===== config.mk =====
export PLATFORM = sky130hd
export DESIGN_NAME = dshot_frame_transmitter_flat
export DESIGN_NICKNAME = d
export VERILOG_FILES = /design/src/dft_pkg.sv /design/src/dft_interfaces.sv /design/src/dshot_frame_transmitter.sv /design/src/dft_front.sv /design/src/dft_queue.sv /design/src/dft_back.sv /design/src/flat_wrapper.sv
export SDC_FILE = /design/constraint.sdc
export NUM_CORES = 1
export LEC_CHECK = 0
export CORE_ASPECT_RATIO = 0.5
export CORE_UTILIZATION = 63
export DETAILED_ROUTE_END_ITERATION = 10
export DONT_BUFFER_PORTS = 1
export HOLD_SLACK_MARGIN = 0.08
export PLACE_DENSITY = 0.79
export SLEW_MARGIN = 40
export SYNTH_ARGS = -nofsm -noshare
export SYNTH_HDL_FRONTEND = slang
export SYNTH_SLANG_ARGS = --single-unit

===== constraint.sdc =====
create_clock -name clk -period 4.5 [get_ports clk]
set_input_delay 0.675 -clock clk [delete_from_list [all_inputs] [get_ports clk]]
set_output_delay 0.675 -clock clk [all_outputs]
set_load 0.02 [all_outputs]

===== src/dft_pkg.sv =====
// ----------------------------------------------------------------------------
// dft_pkg
// Shared types, constants and the frame encoder of the DShot transmitter.
// ----------------------------------------------------------------------------
package dft_pkg;

  localparam int REG_W        = 12;
  localparam int THROTTLE_W   = 11;
  localparam int FRAME_BITS   = 16;
  localparam int TICK_WIDTH   = 12;
  localparam int QUEUE_DEPTH  = 2;    // power of two
  localparam int CFG_INDEX_W  = 2;
  localparam int LOW_THRESH   = 48;   // doubled values below this get bit 0 set

  localparam logic [REG_W-1:0] BIT_TICKS_RST  = REG_W'(34);
  localparam logic [REG_W-1:0] ONE_HIGH_RST   = REG_W'(26);
  localparam logic [REG_W-1:0] ZERO_HIGH_RST  = REG_W'(13);

  typedef enum logic [CFG_INDEX_W-1:0] {
    REG_BIT_TICKS  = 2'd0,
    REG_ONE_HIGH   = 2'd1,
    REG_ZERO_HIGH  = 2'd2
  } reg_index_t;

  typedef struct packed {
    logic                   we;
    logic [CFG_INDEX_W-1:0] index;
    logic [REG_W-1:0]       data;
  } cfg_write_t;

  // One classified tick as it sits in the queue.
  typedef struct packed {
    logic                  start_req;
    logic [FRAME_BITS-1:0] frame;
  } tick_entry_t;

  // Doubled throttle, low flag, then XOR of the three nibbles.
  function automatic logic [FRAME_BITS-1:0] make_frame(input logic [THROTTLE_W-1:0] thr);
    logic [THROTTLE_W:0] v;
    logic [3:0]          sum;
    v = {thr, 1'b0};
    if (v < (THROTTLE_W+1)'(LOW_THRESH)) v[0] = 1'b1;
    sum = v[3:0] ^ v[7:4] ^ v[11:8];
    return {v, sum};
  endfunction

endpackage


===== src/dft_interfaces.sv =====
// ----------------------------------------------------------------------------
// dft_interfaces
// Valid/ready channels for tick words and result words.
// ----------------------------------------------------------------------------
interface dft_tick_if import dft_pkg::*; ();
  logic                  valid;
  logic                  ready;
  logic                  start_req;
  logic [THROTTLE_W-1:0] throttle;

  modport source (output valid, start_req, throttle, input ready);
  modport sink   (input valid, start_req, throttle, output ready);
  modport mon    (input valid, ready, start_req, throttle);
endinterface

interface dft_result_if import dft_pkg::*; ();
  logic valid;
  logic ready;
  logic line_level;
  logic busy_res;
  logic accepted;
  logic frame_done;

  modport source (output valid, line_level, busy_res, accepted, frame_done, input ready);
  modport sink   (input valid, line_level, busy_res, accepted, frame_done, output ready);
  modport mon    (input valid, ready, line_level, busy_res, accepted, frame_done);
endinterface


===== src/dshot_frame_transmitter.sv =====
// ----------------------------------------------------------------------------
// dshot_frame_transmitter
// One-channel DShot frame encoder and pulse-width bit transmitter.
// ----------------------------------------------------------------------------
// Usage:
//   ticks   : one word per waveform tick; start_req with throttle asks for a
//             new frame, taken only when no frame is in flight.
//   results : one word per tick word: line_level, busy_res, accepted and
//             frame_done for that tick.
//   cfg_*   : write-only port for bit_ticks, one_high_ticks, zero_high_ticks;
//             write only while idle. Unknown indexes are dropped.
// Throughput: one tick word per cycle while the receiver keeps taking results.
// Path: a taken tick word is written into the queue, then the timing engine
//   fills the result register from the queue head.
// Receiver stall: the result register holds; the two-entry queue soaks up
//   incoming words, and ticks.ready drops once it is full. Waveform timing
//   counts tick words, not clock cycles, so stalls never distort it.
// Reset: queue empty, no result pending, transmitter idle, registers back to
//   34 / 26 / 13 ticks.
// ----------------------------------------------------------------------------
module dshot_frame_transmitter import dft_pkg::*; #(
  parameter int TICK_W = TICK_WIDTH
) (
  input  logic                   clk,
  input  logic                   rst,
  dft_tick_if.sink               ticks,
  dft_result_if.source           results,
  input  logic                   cfg_we,
  input  logic [CFG_INDEX_W-1:0] cfg_index,
  input  logic [REG_W-1:0]       cfg_data
);

  logic        push_valid;
  logic        push_ready;
  tick_entry_t push_entry;
  logic        pop_valid;
  logic        pop_ready;
  tick_entry_t pop_entry;
  cfg_write_t  cfg;

  assign cfg.we    = cfg_we;
  assign cfg.index = cfg_index;
  assign cfg.data  = cfg_data;

  // front: accept and encode
  dft_front u_front (
    .ticks      (ticks),
    .push_valid (push_valid),
    .push_ready (push_ready),
    .push_entry (push_entry)
  );

  // decoupling queue
  dft_queue u_queue (
    .clk        (clk),
    .rst        (rst),
    .push_valid (push_valid),
    .push_ready (push_ready),
    .push_entry (push_entry),
    .pop_valid  (pop_valid),
    .pop_ready  (pop_ready),
    .pop_entry  (pop_entry)
  );

  // back: bit timing and result register
  dft_back #(.TICK_W(TICK_W)) u_back (
    .clk       (clk),
    .rst       (rst),
    .cfg       (cfg),
    .pop_valid (pop_valid),
    .pop_ready (pop_ready),
    .pop_entry (pop_entry),
    .results   (results)
  );

endmodule


===== src/dft_front.sv =====
// ----------------------------------------------------------------------------
// dft_front
// Takes tick words and encodes the throttle into a frame for the queue.
// ----------------------------------------------------------------------------
module dft_front import dft_pkg::*; (
  dft_tick_if.sink      ticks,
  output logic          push_valid,
  input  logic          push_ready,
  output tick_entry_t   push_entry
);

  assign ticks.ready          = push_ready;
  assign push_valid           = ticks.valid;
  assign push_entry.start_req = ticks.start_req;
  // frame is only used when the back end is idle and start_req is set
  assign push_entry.frame     = make_frame(ticks.throttle);

endmodule


===== src/dft_queue.sv =====
// ----------------------------------------------------------------------------
// dft_queue
// Small FIFO between the encoder front and the waveform back end.
// ----------------------------------------------------------------------------
module dft_queue import dft_pkg::*; (
  input  logic        clk,
  input  logic        rst,
  input  logic        push_valid,
  output logic        push_ready,
  input  tick_entry_t push_entry,
  output logic        pop_valid,
  input  logic        pop_ready,
  output tick_entry_t pop_entry
);

  localparam int PTR_W = (QUEUE_DEPTH > 1) ? $clog2(QUEUE_DEPTH) : 1;
  localparam int CNT_W = $clog2(QUEUE_DEPTH + 1);

  tick_entry_t      mem [QUEUE_DEPTH];
  logic [PTR_W-1:0] wr_ptr;
  logic [PTR_W-1:0] rd_ptr;
  logic [CNT_W-1:0] count;
  logic             push;
  logic             pop;

  assign push_ready = (count != CNT_W'(QUEUE_DEPTH));
  assign pop_valid  = (count != '0);
  assign push       = push_valid && push_ready;
  assign pop        = pop_valid && pop_ready;
  assign pop_entry  = mem[rd_ptr];

  always_ff @(posedge clk) begin
    if (push) mem[wr_ptr] <= push_entry;
  end

  always_ff @(posedge clk) begin
    if (rst) begin
      wr_ptr <= '0;
      rd_ptr <= '0;
      count  <= '0;
    end else begin
      if (push) wr_ptr <= wr_ptr + PTR_W'(1);
      if (pop)  rd_ptr <= rd_ptr + PTR_W'(1);
      unique case ({push, pop})
        2'b10:   count <= count + CNT_W'(1);
        2'b01:   count <= count - CNT_W'(1);
        default: count <= count;
      endcase
    end
  end

endmodule


===== src/dft_back.sv =====
// ----------------------------------------------------------------------------
// dft_back
// Bit timing engine: runs one tick per queue entry, registers each result.
// ----------------------------------------------------------------------------
module dft_back import dft_pkg::*; #(
  parameter int TICK_W = TICK_WIDTH
) (
  input  logic          clk,
  input  logic          rst,
  input  cfg_write_t    cfg,
  input  logic          pop_valid,
  output logic          pop_ready,
  input  tick_entry_t   pop_entry,
  dft_result_if.source  results
);

  localparam int CMP_W  = ((TICK_W > REG_W) ? TICK_W : REG_W) + 1;
  localparam int LEFT_W = $clog2(FRAME_BITS + 1);

  logic [REG_W-1:0]      bit_ticks;
  logic [REG_W-1:0]      one_high_ticks;
  logic [REG_W-1:0]      zero_high_ticks;

  logic                  sending;
  logic [FRAME_BITS-1:0] frame_shift;
  logic [LEFT_W-1:0]     bits_left;
  logic [TICK_W-1:0]     tick_count;

  logic                  sending_next;
  logic [FRAME_BITS-1:0] frame_shift_next;
  logic [LEFT_W-1:0]     bits_left_next;
  logic [TICK_W-1:0]     tick_count_next;

  logic                  step;
  logic                  start_now;
  logic                  active;
  logic [FRAME_BITS-1:0] cur_shift;
  logic [LEFT_W-1:0]     cur_left;
  logic [TICK_W-1:0]     cur_tick;
  logic [REG_W-1:0]      high_ticks;
  logic                  period_end;
  logic                  line_d;
  logic                  done_d;

  // config registers; the user must write them only while idle, not enforced here
  always_ff @(posedge clk) begin
    if (rst) begin
      bit_ticks       <= BIT_TICKS_RST;
      one_high_ticks  <= ONE_HIGH_RST;
      zero_high_ticks <= ZERO_HIGH_RST;
    end else if (cfg.we) begin
      unique case (cfg.index)
        REG_BIT_TICKS: bit_ticks       <= cfg.data;
        REG_ONE_HIGH:  one_high_ticks  <= cfg.data;
        REG_ZERO_HIGH: zero_high_ticks <= cfg.data;
        default:       ;
      endcase
    end
  end

  // advance when the result register is free or being drained
  assign step      = pop_valid && (!results.valid || results.ready);
  assign pop_ready = step;

  always_comb begin
    start_now  = !sending && pop_entry.start_req;
    active     = sending || start_now;
    cur_shift  = start_now ? pop_entry.frame : frame_shift;
    cur_left   = start_now ? LEFT_W'(FRAME_BITS) : bits_left;
    cur_tick   = start_now ? '0 : tick_count;
    high_ticks = cur_shift[FRAME_BITS-1] ? one_high_ticks : zero_high_ticks;
    line_d     = active && (CMP_W'(cur_tick) < CMP_W'(high_ticks));
    period_end = (CMP_W'(cur_tick) + CMP_W'(1) >= CMP_W'(bit_ticks)) || (&cur_tick);

    sending_next     = sending;
    frame_shift_next = frame_shift;
    bits_left_next   = bits_left;
    tick_count_next  = tick_count;
    done_d           = 1'b0;
    if (active) begin
      if (period_end) begin
        tick_count_next  = '0;
        frame_shift_next = {cur_shift[FRAME_BITS-2:0], 1'b0};
        bits_left_next   = cur_left - LEFT_W'(1);
        done_d           = (cur_left == LEFT_W'(1));
        sending_next     = !done_d;
      end else begin
        tick_count_next  = cur_tick + TICK_W'(1);
        frame_shift_next = cur_shift;
        bits_left_next   = cur_left;
        sending_next     = 1'b1;
      end
    end
  end

  always_ff @(posedge clk) begin
    if (rst) begin
      sending     <= 1'b0;
      frame_shift <= '0;
      bits_left   <= '0;
      tick_count  <= '0;
    end else if (step) begin
      sending     <= sending_next;
      frame_shift <= frame_shift_next;
      bits_left   <= bits_left_next;
      tick_count  <= tick_count_next;
    end
  end

  // result register
  always_ff @(posedge clk) begin
    if (rst) begin
      results.valid <= 1'b0;
    end else if (step) begin
      results.valid <= 1'b1;
    end else if (results.ready) begin
      results.valid <= 1'b0;
    end
  end

  always_ff @(posedge clk) begin
    if (step) begin
      results.line_level <= line_d;
      results.busy_res   <= active;
      results.accepted   <= start_now;
      results.frame_done <= done_d;
    end
  end

endmodule


===== src/flat_wrapper.sv =====
// flat-port wrapper written by rule: the top's interface ports become plain ports
module dshot_frame_transmitter_flat import dft_pkg::*;
#(
  parameter int TICK_W = TICK_WIDTH
)
  (clk, rst, cfg_we, cfg_index, cfg_data, ticks_valid, ticks_start_req, ticks_throttle, ticks_ready, results_valid, results_line_level, results_busy_res, results_accepted, results_frame_done, results_ready);
  dft_tick_if ticks_i ();
  dft_result_if results_i ();
  input  logic clk;
  input  logic rst;
  input  logic cfg_we;
  input  logic [CFG_INDEX_W-1:0] cfg_index;
  input  logic [REG_W-1:0] cfg_data;
  input wire logic [$bits(ticks_i.valid)-1:0] ticks_valid;
  input wire logic [$bits(ticks_i.start_req)-1:0] ticks_start_req;
  input wire logic [$bits(ticks_i.throttle)-1:0] ticks_throttle;
  output wire logic [$bits(ticks_i.ready)-1:0] ticks_ready;
  output wire logic [$bits(results_i.valid)-1:0] results_valid;
  output wire logic [$bits(results_i.line_level)-1:0] results_line_level;
  output wire logic [$bits(results_i.busy_res)-1:0] results_busy_res;
  output wire logic [$bits(results_i.accepted)-1:0] results_accepted;
  output wire logic [$bits(results_i.frame_done)-1:0] results_frame_done;
  input wire logic [$bits(results_i.ready)-1:0] results_ready;
  assign ticks_i.valid = ticks_valid;
  assign ticks_i.start_req = ticks_start_req;
  assign ticks_i.throttle = ticks_throttle;
  assign ticks_ready = ticks_i.ready;
  assign results_valid = results_i.valid;
  assign results_line_level = results_i.line_level;
  assign results_busy_res = results_i.busy_res;
  assign results_accepted = results_i.accepted;
  assign results_frame_done = results_i.frame_done;
  assign results_i.ready = results_ready;
  dshot_frame_transmitter #(.TICK_W(TICK_W)) u_core (.clk(clk), .rst(rst), .ticks(ticks_i), .results(results_i), .cfg_we(cfg_we), .cfg_index(cfg_index), .cfg_data(cfg_data));
endmodule

==> results.cfg <==
[outcome]
status = finished clean

[global_routing]
gr-total-overflow = 0
grt_pass1_vias = 4117
antenna_found_initial = 0
grt_usage_pct = 28.3
grt_pass1_wl_um = 19600
grt_max_degree = 54

[synth]
synthMuxAreaShare_pct = 5.81
synth_cells = 595
post_synth.cell_area_avg_um2 = 9.42
synthArstFlopShare_pct = 0
synth_xor_xnor_area_share_pct = 3.44
syn-num-nets = 653
yosys.area.top_type_share_pct = 27.2
synth_compound_area_share_pct = 13.7
synth_top_family_by_area = simple AND/OR/NAND/NOR gates
ys_seq_area_share_pct = 47.5
synth_adder_area_share_pct = 6.03
synth_cell_types = 54
yosys_register_bits = 114
post_synth_and_or_nand_nor_area_fraction_pct = 19.3
synth-edff-count = 38
synth_warnings = 0
syn_area_um2 = 5600
netlist_top_cells_count = nand2_1, dfxtp_1, a21oi_1
synth.area.top_cells = dfxtp_1, edfxtp_1, nand2_1, ha_1, mux2i_1
synth_largest_area_cell = dfxtp_1
synth.most_common_cell = nand2_1
synthFlopType = dfxtp_1

[timing]
hold_viol = 0
rsz0062_at_grt = no
finalCriticalPeriod_ns = 4.11
fin_crit_sh_pct = 91.3
setup_viol = 0
tns_ns = 0
slew_violations = 0
skew_ns = 0.00758
slew_headroom_pct = 52.0
tightest_slew_ns = 0.719
fmax_mhz = 244

[clock_network]
cts_hold_buffers = 0
post-cts-setup-buffer-count = 0
cts_resized = 0
cts_tree = yes
clk_pin_slew_ns = 0.06
clkSinkCount = 114
clk_latency_ns = 0.41
root_buffer = clkbuf_16
htree_levels = 4
cts_made_buffers = 17
ctsLongestPathBuffers = 2

[die]
rows = 23
dieHeight_um = 68.7
ioPinCount = 37
fp.dieW_um = 135
coreArea_um2 = 8320
initial_core_util_pct = 67.4
dieArea_um2 = 9300

[critical_path]
cp-startpoint = u_core.u_queue.mem[1][16]
crit_required_ns = 4.79
r2r_cells = 15
cp-endpoint = u_core.u_back.frame_shift[9]
critPathLaunchType = flip-flop
critPathMaxFanout = 23
cp.arrival_ns = 4.40
regToRegStartpoint = u_core.u_queue.mem[1][16]
end_kind = flip-flop
rrSetupSlack_ns = 0.39
timing.rr.end = u_core.u_back.frame_shift[9]
crit_type = reg2reg

[layout]
layout-drive-gt1-share_pct = 8.19
area_growth_syn_to_layout_pct = 10.7
n_antenna_cell = 0
nets = 643
fin_cells = 710

[place]
hpwl_um = 8000
globalplace.congestion = 0.896
dp.cells = 678
port-buffer-count = 0

[detailed_routing]
wl_per_cell_um = 17.0
wl_um = 12100
firstDrtPassIters = 5
ant_nets = 0
vias = 4350
viasPerCell = 6.13
drt_iter0_drc = 313
remaining_drc_errors = 0

[pwr]
peakVddDrop_v = 0.000358
powerDensity_nw_per_um2 = 542
p_leak_uw = 0.00241

[hold_path]
hp-class = in2reg

[flow_run]
maxCapViolCount = 0
[area by class of cell]
| class | instances | area (µm²) |
|---|---|---|
| clock inverter | 13 | 111 |
| fill | 586 | 2110 |
| sequential | 114 | 2660 |
| multi-input combinational | 425 | 2720 |
| inverter | 20 | 75.1 |
| tap | 112 | 140 |
| clock buffer | 19 | 443 |
| timing repair buffer | 7 | 52.6 |
[critical path, stage by stage (launching register included)]
cell and delay (ns):
edfxtp_1 0.39, mux2_4 0.29, nand2_4 0.21, and2_1 0.22
ha_1 0.22, nand3_1 0.15, nor3_2 0.23, nand4_1 0.15
xnor2_1 0.23, ha_1 0.28, a21o_1 0.16, a21oi_1 0.17
o21ai_0 0.16, or3_1 0.59, and2_0 0.25, a221o_1 0.27
[stage by stage]
| step | utilization [%] | area [µm²] | setup slack, ns | power (µW) | hold slack, ns |
|---|---|---|---|---|---|
| after floorplan | - | 5600 | 0.598 | 1950 | 0.436 |
| after global placement | 67.8 | 5640 | 0.704 | 2090 | 0.436 |
| after detailed placement | 67.8 | 5640 | 0.555 | 2110 | 0.440 |
| after CTS | 74.5 | 6200 | 0.414 | 3360 | 0.322 |
| after global routing | 74.6 | 6200 | 0.137 | 3520 | 0.316 |
| final | 74.6 | 6200 | 0.394 | 3360 | 0.334 |
[how the worst min path moves through the flow]
| stage | start | end | cells after the start |
|---|---|---|---|
| after global placement | u_core.u_back.one_high_ticks[7] | u_core.u_back.one_high_ticks[7] | 2 |
| after detailed placement | u_core.u_back.bit_ticks[8] | u_core.u_back.bit_ticks[8] | 2 |
| after floorplan | u_core.u_back.one_high_ticks[10] | u_core.u_back.one_high_ticks[10] | 2 |
| after global routing | rst | u_core.u_back.one_high_ticks[0] | 1 |
| final | rst | u_core.u_back.frame_shift[0] | 1 |
| after CTS | rst | u_core.u_queue.count[1] | 1 |
[registers in the layout, summed over array words and instances, names as in the netlist, named ones only]
signal                            cells
u_core.u_back.frame_shift            16
u_core.u_back.results.frame_done      1
u_core.u_back.bits_left               5
u_core.u_queue.rd_ptr                 1
u_core.u_queue.mem                   34
u_core.u_back.results.line_level      1
u_core.u_back.bit_ticks              12
u_core.u_back.one_high_ticks         12
u_core.u_back.results.busy_res        1
u_core.u_back.results.accepted        1
u_core.u_back.tick_count             12
u_core.u_back.sending                 1
u_core.u_queue.wr_ptr                 1
u_core.u_queue.count                  2
u_core.u_back.zero_high_ticks        12
u_core.u_back.results.valid           1
[layout by cell type, fill, tap and decap left out, types with 16 or more instances in the layout]
| cell type | instances |
|---|---|
| nor2_1 | 40 |
| ha_1 | 27 |
| clkbuf_16 | 17 |
| edfxtp_1 | 38 |
| nand3_1 | 24 |
| a211oi_1 | 16 |
| a21oi_1 | 55 |
| and2_1 | 21 |
| nand2_1 | 96 |
| mux2i_1 | 31 |
| dfxtp_1 | 76 |
| inv_1 | 18 |
| xnor2_1 | 17 |
[where the power goes]
part	total (µW)	leakage (µW)	internal, µW	switching [µW]
Combinational	781	0.00116	275	506
Sequential	1320	0.000975	1230	95.5
Clock	1260	0.000267	771	485
Total	3360	0.00241	2270	1090
[routing by layer]
metal,vias up,GRT usage [%],wire length (µm)
li1,2101,-,-
met1,2081,34.2,5550
met2,137,47.8,5530
met3,31,7.68,707
met4,0,14.2,302
met5,-,0,0
[logic make-up after synthesis]
family                     count (synthesis)
AOI/OAI and AO/OA                        117
xor gates and xnor gates                  22
muxes                                     32
DFF                                      114
adders and majority gates                 27
buffers and inverters                     56
and+or+nand+nor                          227
Power figures use the tool's default switching activity.
